[src/design/sppq_pkg.sv]
// shared types and constants for the sorted priority process queue
// no dependencies
`default_nettype none

package sppq_pkg;

   localparam int QUEUE_DEPTH_DEF = 16;

   localparam int ID_W     = 16;
   localparam int PRIO_W   = 16;
   localparam int OP_W     = 2;
   localparam int STAT_W   = 2;
   localparam int OCC_W    = 5;
   localparam int REQ_DATA_W = 32;
   localparam int RSP_DATA_W = 40;

   localparam logic [OP_W-1:0] OP_INSERT  = 2'd0;
   localparam logic [OP_W-1:0] OP_DELETE  = 2'd1;
   localparam logic [OP_W-1:0] OP_DEQUEUE = 2'd2;

   localparam logic [STAT_W-1:0] ST_OK        = 2'd0;
   localparam logic [STAT_W-1:0] ST_FULL      = 2'd1;
   localparam logic [STAT_W-1:0] ST_NOT_FOUND = 2'd2;
   localparam logic [STAT_W-1:0] ST_EMPTY     = 2'd3;

   typedef struct packed {
      logic [PRIO_W-1:0] prio;
      logic [ID_W-1:0]   id;
   } entry_type;

   typedef enum logic {
      S_IDLE,
      S_WALK
   } state_type;

   typedef struct packed {
      logic load;
      logic step;
      logic finish;
   } cmd_type;

   typedef struct packed {
      logic fin_ready;
      logic out_free;
   } sts_type;

endpackage

`default_nettype wire

[src/design/sppq_ram.sv]
// generic simple dual port ram, one write port, one registered read port
// no dependencies
`default_nettype none

module sppq_ram #(
   parameter int WIDTH = 32,
   parameter int DEPTH = 16
) (
   input  wire logic                     clock,
   input  wire logic                     wr_en,
   input  wire logic [$clog2(DEPTH)-1:0] wr_addr,
   input  wire logic [WIDTH-1:0]         wr_data,
   input  wire logic                     rd_en,
   input  wire logic [$clog2(DEPTH)-1:0] rd_addr,
   output logic      [WIDTH-1:0]         rd_data
);

   logic [WIDTH-1:0] mem_ff [DEPTH];
   logic [WIDTH-1:0] rd_data_ff;

   always_ff @(posedge clock) begin
      if (wr_en) begin
         mem_ff[wr_addr] <= wr_data;
      end
   end

   always_ff @(posedge clock) begin
      if (rd_en) begin
         rd_data_ff <= mem_ff[rd_addr];
      end
   end

   assign rd_data = rd_data_ff;

endmodule

`default_nettype wire

[src/design/sppq_ctrl.sv]
// controller state machine: accepts a word, steps the walk, issues finish
// depends on sppq_pkg
`default_nettype none

module sppq_ctrl (
   input  wire logic              clock,
   input  wire logic              reset,
   input  wire logic              req_tvalid,
   output logic                   req_tready,
   input  wire sppq_pkg::sts_type sts,
   output sppq_pkg::cmd_type      cmd
);

   import sppq_pkg::*;

   state_type state_ff;
   state_type state_in;

   always_ff @(posedge clock) begin
      if (reset) begin
         state_ff <= S_IDLE;
      end else begin
         state_ff <= state_in;
      end
   end

   always_comb begin
      state_in   = state_ff;
      req_tready = 1'b0;
      cmd        = '0;
      unique case (state_ff)
         S_IDLE: begin
            req_tready = 1'b1;
            if (req_tvalid) begin
               cmd.load = 1'b1;
               state_in = S_WALK;
            end
         end
         S_WALK: begin
            if (sts.fin_ready) begin
               if (sts.out_free) begin
                  cmd.finish = 1'b1;
                  state_in   = S_IDLE;
               end
            end else begin
               cmd.step = 1'b1;
            end
         end
         default: begin
            state_in = S_IDLE;
         end
      endcase
   end

endmodule

`default_nettype wire

[src/design/sppq_dpath.sv]
// datapath: entry ram, walk counters, held count and result register
// depends on sppq_pkg and sppq_ram
`default_nettype none

module sppq_dpath #(
   parameter int QUEUE_DEPTH = sppq_pkg::QUEUE_DEPTH_DEF
) (
   input  wire logic                         clock,
   input  wire logic                         reset,
   input  wire sppq_pkg::cmd_type            cmd,
   output sppq_pkg::sts_type                 sts,
   input  wire logic [sppq_pkg::OP_W-1:0]    req_op,
   input  wire logic [sppq_pkg::ID_W-1:0]    req_id,
   input  wire logic [sppq_pkg::PRIO_W-1:0]  req_prio,
   output logic                              rsp_valid,
   input  wire logic                         rsp_tready,
   output logic [sppq_pkg::STAT_W-1:0]       rsp_status,
   output logic [sppq_pkg::ID_W-1:0]         rsp_id,
   output logic [sppq_pkg::PRIO_W-1:0]       rsp_prio,
   output logic [sppq_pkg::OCC_W-1:0]        rsp_occ
);

   import sppq_pkg::*;

   localparam int IW = $clog2(QUEUE_DEPTH);
   localparam int CW = $clog2(QUEUE_DEPTH + 1);
   localparam logic [CW-1:0] FULL_CNT = CW'(QUEUE_DEPTH);

   // control registers
   logic [CW-1:0] count_ff,   count_in;
   logic          pend_ff,    pend_in;
   logic          found_ff,   found_in;
   logic          rsp_vld_ff, rsp_vld_in;

   // payload registers
   logic [OP_W-1:0]   op_ff,        op_in;
   logic [ID_W-1:0]   id_ff,        id_in;
   logic [PRIO_W-1:0] prio_ff,      prio_in;
   logic [IW-1:0]     rd_idx_ff,    rd_idx_in;
   logic [CW-1:0]     rd_left_ff,   rd_left_in;
   logic [IW-1:0]     pend_idx_ff,  pend_idx_in;
   logic [ID_W-1:0]   hit_id_ff,    hit_id_in;
   logic [PRIO_W-1:0] hit_prio_ff,  hit_prio_in;
   logic [STAT_W-1:0] rsp_stat_ff,  rsp_stat_in;
   logic [ID_W-1:0]   rsp_id_ff,    rsp_id_in;
   logic [PRIO_W-1:0] rsp_prio_ff,  rsp_prio_in;
   logic [OCC_W-1:0]  rsp_occ_ff,   rsp_occ_in;

   logic          wr_en;
   logic [IW-1:0] wr_addr;
   entry_type     wr_data;
   logic          rd_en;
   entry_type     rd_data;
   logic          is_ins;
   logic          full;
   logic          ins_stop;
   logic          walk_end;
   logic [CW-1:0] count_nx;

   sppq_ram #(
      .WIDTH ($bits(entry_type)),
      .DEPTH (QUEUE_DEPTH)
   ) u_ram (
      .clock   (clock),
      .wr_en   (wr_en),
      .wr_addr (wr_addr),
      .wr_data (wr_data),
      .rd_en   (rd_en),
      .rd_addr (rd_idx_ff),
      .rd_data (rd_data)
   );

   assign is_ins   = (op_ff == OP_INSERT);
   assign full     = (count_ff == FULL_CNT);
   assign ins_stop = pend_ff && is_ins && (rd_data.prio <= prio_ff);
   assign walk_end = !pend_ff && (rd_left_ff == '0);

   assign sts.fin_ready = ins_stop || walk_end;
   assign sts.out_free  = !rsp_vld_ff || rsp_tready;

   always_comb begin
      count_in    = count_ff;
      pend_in     = pend_ff;
      found_in    = found_ff;
      rsp_vld_in  = rsp_vld_ff;
      op_in       = op_ff;
      id_in       = id_ff;
      prio_in     = prio_ff;
      rd_idx_in   = rd_idx_ff;
      rd_left_in  = rd_left_ff;
      pend_idx_in = pend_idx_ff;
      hit_id_in   = hit_id_ff;
      hit_prio_in = hit_prio_ff;
      rsp_stat_in = rsp_stat_ff;
      rsp_id_in   = rsp_id_ff;
      rsp_prio_in = rsp_prio_ff;
      rsp_occ_in  = rsp_occ_ff;
      count_nx    = count_ff;
      wr_en       = 1'b0;
      wr_addr     = '0;
      wr_data     = rd_data;
      rd_en       = 1'b0;

      if (cmd.load) begin
         op_in       = req_op;
         id_in       = req_id;
         prio_in     = req_prio;
         found_in    = 1'b0;
         pend_in     = 1'b0;
         hit_id_in   = '0;
         hit_prio_in = '0;
         case (req_op) inside
            OP_INSERT: begin
               // walk from the tail toward the head
               rd_left_in = full ? '0 : count_ff;
               rd_idx_in  = IW'(count_ff - 1'b1);
            end
            OP_DELETE, OP_DEQUEUE: begin
               rd_left_in = count_ff;
               rd_idx_in  = '0;
            end
            default: begin
               rd_left_in = '0;
               rd_idx_in  = '0;
            end
         endcase
      end

      if (cmd.step) begin
         if (rd_left_ff != '0) begin
            rd_en       = 1'b1;
            pend_in     = 1'b1;
            pend_idx_in = rd_idx_ff;
            rd_left_in  = rd_left_ff - 1'b1;
            rd_idx_in   = is_ins ? IW'(rd_idx_ff - 1'b1) : IW'(rd_idx_ff + 1'b1);
         end else begin
            pend_in = 1'b0;
         end
         if (pend_ff) begin
            if (is_ins) begin
               // larger priority moves one slot toward the tail
               wr_en   = 1'b1;
               wr_addr = IW'(pend_idx_ff + 1'b1);
            end else if (found_ff) begin
               // close the gap behind the removed entry
               wr_en   = 1'b1;
               wr_addr = IW'(pend_idx_ff - 1'b1);
            end else if ((op_ff == OP_DEQUEUE) || (rd_data.id == id_ff)) begin
               found_in    = 1'b1;
               hit_id_in   = rd_data.id;
               hit_prio_in = rd_data.prio;
            end
         end
      end

      if (cmd.finish) begin
         pend_in     = 1'b0;
         rsp_vld_in  = 1'b1;
         rsp_id_in   = hit_id_ff;
         rsp_prio_in = hit_prio_ff;
         rsp_stat_in = ST_OK;
         case (op_ff)
            OP_INSERT: begin
               if (full) begin
                  rsp_stat_in = ST_FULL;
               end else begin
                  wr_en        = 1'b1;
                  wr_addr      = pend_ff ? IW'(pend_idx_ff + 1'b1) : '0;
                  wr_data.id   = id_ff;
                  wr_data.prio = prio_ff;
                  count_nx     = count_ff + 1'b1;
               end
            end
            OP_DELETE: begin
               if (found_ff) begin
                  count_nx = count_ff - 1'b1;
               end else begin
                  rsp_stat_in = ST_NOT_FOUND;
               end
            end
            OP_DEQUEUE: begin
               if (found_ff) begin
                  count_nx = count_ff - 1'b1;
               end else begin
                  rsp_stat_in = ST_EMPTY;
               end
            end
            default: begin
               rsp_stat_in = ST_OK;
            end
         endcase
         count_in   = count_nx;
         rsp_occ_in = OCC_W'(count_nx);
      end else if (rsp_tready) begin
         rsp_vld_in = 1'b0;
      end
   end

   always_ff @(posedge clock) begin
      if (reset) begin
         count_ff   <= '0;
         pend_ff    <= 1'b0;
         found_ff   <= 1'b0;
         rsp_vld_ff <= 1'b0;
      end else begin
         count_ff   <= count_in;
         pend_ff    <= pend_in;
         found_ff   <= found_in;
         rsp_vld_ff <= rsp_vld_in;
      end
   end

   always_ff @(posedge clock) begin
      op_ff       <= op_in;
      id_ff       <= id_in;
      prio_ff     <= prio_in;
      rd_idx_ff   <= rd_idx_in;
      rd_left_ff  <= rd_left_in;
      pend_idx_ff <= pend_idx_in;
      hit_id_ff   <= hit_id_in;
      hit_prio_ff <= hit_prio_in;
      rsp_stat_ff <= rsp_stat_in;
      rsp_id_ff   <= rsp_id_in;
      rsp_prio_ff <= rsp_prio_in;
      rsp_occ_ff  <= rsp_occ_in;
   end

   assign rsp_valid  = rsp_vld_ff;
   assign rsp_status = rsp_stat_ff;
   assign rsp_id     = rsp_id_ff;
   assign rsp_prio   = rsp_prio_ff;
   assign rsp_occ    = rsp_occ_ff;

endmodule

`default_nettype wire

[src/design/sorted_priority_process_queue.sv]
// one ram read per held entry walked between the accepted word and its result
//   (insert walks from the tail until it meets a smaller or equal priority, and walks
//   nothing when the queue is full; delete and dequeue walk every held entry)
// one word at a time: the next word is taken only once the current one is finished;
//   a finished result waits in the output register while the next word is taken
// reset: synchronous, clears the held count, so the queue starts empty
`default_nettype none

module sorted_priority_process_queue #(
   parameter int QUEUE_DEPTH = sppq_pkg::QUEUE_DEPTH_DEF
) (
   input  wire logic                              clock,
   input  wire logic                              reset,
   input  wire logic                              req_tvalid,
   output logic                                   req_tready,
   input  wire logic [sppq_pkg::REQ_DATA_W-1:0]   req_tdata,  // proc_id, prio
   input  wire logic [sppq_pkg::OP_W-1:0]         req_tuser,  // opcode
   output logic                                   rsp_tvalid,
   input  wire logic                              rsp_tready,
   output logic [sppq_pkg::RSP_DATA_W-1:0]        rsp_tdata,  // out_id, out_prio, occupancy
   output logic [sppq_pkg::STAT_W-1:0]            rsp_tuser   // status
);

   import sppq_pkg::*;

   cmd_type            cmd;
   sts_type            sts;
   logic [ID_W-1:0]    rsp_id;
   logic [PRIO_W-1:0]  rsp_prio;
   logic [OCC_W-1:0]   rsp_occ;

   sppq_ctrl u_ctrl (
      .clock      (clock),
      .reset      (reset),
      .req_tvalid (req_tvalid),
      .req_tready (req_tready),
      .sts        (sts),
      .cmd        (cmd)
   );

   sppq_dpath #(
      .QUEUE_DEPTH (QUEUE_DEPTH)
   ) u_dpath (
      .clock      (clock),
      .reset      (reset),
      .cmd        (cmd),
      .sts        (sts),
      .req_op     (req_tuser),
      .req_id     (req_tdata[ID_W-1:0]),
      .req_prio   (req_tdata[ID_W+PRIO_W-1:ID_W]),
      .rsp_valid  (rsp_tvalid),
      .rsp_tready (rsp_tready),
      .rsp_status (rsp_tuser),
      .rsp_id     (rsp_id),
      .rsp_prio   (rsp_prio),
      .rsp_occ    (rsp_occ)
   );

   assign rsp_tdata = {{(RSP_DATA_W-ID_W-PRIO_W-OCC_W){1'b0}}, rsp_occ, rsp_prio, rsp_id};

endmodule

`default_nettype wire

[config.mk]
export PLATFORM = sky130hd
export DESIGN_NAME = sorted_priority_process_queue
export DESIGN_NICKNAME = d
export VERILOG_FILES = /design/src/design/sppq_pkg.sv /design/src/design/sppq_ram.sv /design/src/design/sppq_ctrl.sv /design/src/design/sppq_dpath.sv /design/src/design/sorted_priority_process_queue.sv
export SDC_FILE = /design/constraint.sdc
export NUM_CORES = 1
export LEC_CHECK = 0
export BUFFER_PORTS_ARGS = -buffer_cell sky130_fd_sc_hd__clkbuf_2
export CAP_MARGIN = 20
export CORE_UTILIZATION = 33
export DETAILED_ROUTE_END_ITERATION = 8
export HOLD_SLACK_MARGIN = 0.1
export SYNTH_ARGS = -nofsm -noshare
export SYNTH_HDL_FRONTEND = slang
export SYNTH_HIERARCHICAL = 1
export SYNTH_SLANG_ARGS = --single-unit
export TNS_END_PERCENT = 20
[constraint.sdc]
create_clock -name clock -period 10.4 [get_ports clock]
set_clock_uncertainty 0.1 [all_clocks]
set_input_delay 0.52 -clock clock [delete_from_list [all_inputs] [get_ports clock]]
set_output_delay 0.52 -clock clock [all_outputs]
set_load 0.02 [all_outputs]
==> impl_metrics.py <==
metrics = {
    "power_and_ir_drop": {
        "ir_drop_v": 0.000145,
        "leakage_nw": 10.2,
        "power.total_w": 0.00756,
        "power.density_nw_per_um2": 247,
    },
    "die": {
        "fp.dieW_um": 284,
        "die_h_um": 284,
        "io-pin-count": 82,
        "initial_core_util_pct": 33.3,
        "coreArea_um2": 78900,
        "rows": 103,
        "dieArea_um2": 80800,
    },
    "layout": {
        "drive_gt1_share_pct": 27.1,
        "final_common_cell": "edfxtp_1",
        "final_cell_mix": "edfxtp_1, mux4_2, clkbuf_2, clkbuf_16, nand2_1",
        "n_fill_cell": 7051,
        "syn_to_final_growth_pct": 16.6,
        "nets": 1589,
        "regArea_um2": 19700,
        "multiInputGateArea_um2": 6300,
        "antenna_cells": 0,
        "utilization_pct": 38.9,
    },
    "place": {
        "post-dp-hpwl_um": 35800,
        "dp_slack_ns": 4.24,
        "port_buffers": 78,
        "gp_congestion": 0.768,
    },
    "detailed_routing": {
        "drcViolationCount": 1,
        "drt_iter0_markers": 1064,
        "firstDrtPassIters": 7,
        "wl_per_cell_um": 22.6,
        "vias": 13000,
        "vias_per_cell": 4.96,
        "ant_nets": 0,
        "routed_wirelength_um": 59200,
    },
    "synthesis": {
        "ys_warn_count": 6,
        "synth_area_leaders": "edfxtp_1, mux4_2, dfxtp_1, a22oi_1, mux2_4",
        "syn-cell-area_um2": 26300,
        "async_flop_share_pct": 0,
        "synth.avg_cell_area_um2": 19.3,
        "synth_cells": 1359,
        "yosysTopAreaCell": "edfxtp_1",
        "synth_cell_types": 58,
        "ys_seq_area_share_pct": 74.7,
        "ys_ff_latch": 671,
        "synth_top_area_share_pct": 70.9,
        "synth_edf_count": 621,
        "yosys_most_used_dff": "edfxtp_1",
    },
    "global_routing": {
        "antenna_found_initial": 0,
        "grt_max_degree": 81,
        "grt-ovfl-total": 0,
        "grt_pass1_vias": 13500,
        "grt_util_all_layers_pct": 14.8,
        "grt_pass1_wl_um": 89100,
    },
    "clock_network": {
        "insertion_delay_ns": 0.61,
        "postCtsSetupBuffers": 0,
        "cts_made_buffers": 67,
        "h-tree-depth": 3,
        "cts_tree": "yes",
        "cts.sinks": 671,
        "cts_root_buf": "clkbuf_16",
        "cts_hold_buf": 35,
        "clk_path_buf_depth": 3,
        "clk_pin_slew_ns": 0.06,
        "cts.repair.resized": 0,
    },
    "job": {
        "maxCapViolCount": 0,
    },
    "timing": {
        "relSlewSlack_pct": 22.3,
        "min_period_ns": 6.10,
        "hold_slack_ns": 0.135,
        "timing.final.ws_setup_ns": 4.30,
        "period_share_pct": 58.6,
        "hold_viol_final": 0,
        "tns_ns": 0,
        "setup_viol": 0,
        "drv_slew": 0,
        "max_freq_mhz": 164,
        "worstMarginPinSlew_ns": 1.16,
        "rsz0062_at_grt": "false",
    },
    "run_status": {
        "violations": "design-rule violations",
        "status": "complete, but fails checks",
    },
    "worst_setup_path": {
        "required_ns": 10.56,
        "critPathKind": "reg -> reg",
        "rr_startpoint": "u_dpath/u_ram/rd_data[30]",
        "cp_max_fo": 52,
        "arrival_ns": 6.26,
        "crit_chain": "ha_1 -> nand4_1 -> or4_1 -> o21ai_0 -> o21a_1 -> and3_4 -> nand3_2 -> buf_4 -> a221oi_1 -> nand2_1 -> nor2_4 -> buf_4",
        "worst_path_most_repeated_cell": "buf_4",
        "startpoint_type": "flip-flop",
        "max_stage_delay_ns": 0.95,
        "endpoint_kind": "flip-flop",
        "cp_slowest_cell": "a221oi_1",
        "startpoint": "u_dpath/u_ram/rd_data[30]",
    },
    "hold_path": {
        "min_from": "reset",
        "hold_class": "in -> reg",
    },
}
[Yosys cell counts, drive strengths merged, types with 7 or more instances]
cell and instances:
a21o 7, mux2 49, nor3 12, a22oi 64, buf 36, inv 38
dfxtp 50, clkbuf 33, nor2 37, nand2 70, edfxtp 621, nand3 14
xnor2 15, ha 30, mux4 128, nor2b 37, nand4 10, o21ai 28
a21oi 18, xor2 9
[report_power, final]
| group | internal [W] | switching [W] |
|---|---|---|
| Combinational | 0.000674 | 0.00101 |
| Sequential | 0.00336 | 0.000145 |
| Clock | 0.00137 | 0.000994 |
| Total | 0.00541 | 0.00215 |
[logic make-up after synthesis]
logic type / count (synthesis) / synth area share, %
and+or+nand+nor: 200 / 3.75
muxes: 180 / 13.6
AOI/OAI and AO/OA: 145 / 3.78
adders and majority gates: 31 / 1.50
buffers and inverters: 107 / 1.83
other: 1 / 0.0143
xor gates and xnor gates: 24 / 0.800
DFF: 671 / 74.7
[through the flow]
stage,cells,area (um2)
floorplan,1361,26300
global placement,2461,28100
detailed placement,2462,28100
CTS,2619,30600
global route,2623,30700
finish,2623,30700
[cell type report]
type                       count  area share [%]
tap                         1050            4.29
timing repair buffer         159            3.54
inverter                      38           0.465
clock inverter                30           0.894
sequential                   671            64.1
multi-input combinational    583            20.5
clock buffer                  92            6.15
[state kept, by name, indices dropped and copies added, names as in the netlist]
register / count
u_ctrl/state_ff: 1
u_dpath/pend_ff: 1
u_dpath/prio_ff: 16
u_dpath/rd_left_ff: 5
u_dpath/rd_idx_ff: 4
u_dpath/found_ff: 1
u_dpath/rsp_occ: 5
u_dpath/u_ram/mem_ff: 512
u_dpath/u_ram/rd_data: 32
u_dpath/count_ff: 5
u_dpath/rsp_status: 2
u_dpath/rsp_valid: 1
u_dpath/hit_prio_ff: 16
u_dpath/hit_id_ff: 16
u_dpath/op_ff: 2
u_dpath/pend_idx_ff: 4
u_dpath/rsp_id: 16
u_dpath/id_ff: 16
u_dpath/rsp_prio: 16
[critical path: cells and delay by family, from the launching register on]
family / cells / cell delay (ns)
buffers and inverters: 2 / 0.79
AOI/OAI and AO/OA: 3 / 1.38
DFF: 1 / 0.43
and+or+nand+nor: 6 / 2.71
adders and majority gates: 1 / 0.32
[layer usage]
metal	share of wire (%)	global-route usage [%]	vias to the layer above
li1	-	-	5777
met1	43	20.0	6777
met2	49	24.2	393
met3	6.3	2.78	63
met4	1.9	4.30	0
met5	0	0	-
[worst paths after layout]
check	to	slack, ns	cells after the start
max	u_dpath/u_ram/mem_ff[11][23]	4.30	12
min	u_dpath/count_ff[2]	0.13	2
max reg2reg	u_dpath/u_ram/mem_ff[11][23]	4.30	12
min reg2reg	u_dpath/rsp_id[12]	0.33	0
No activity file was read; power rests on OpenSTA's default activity.
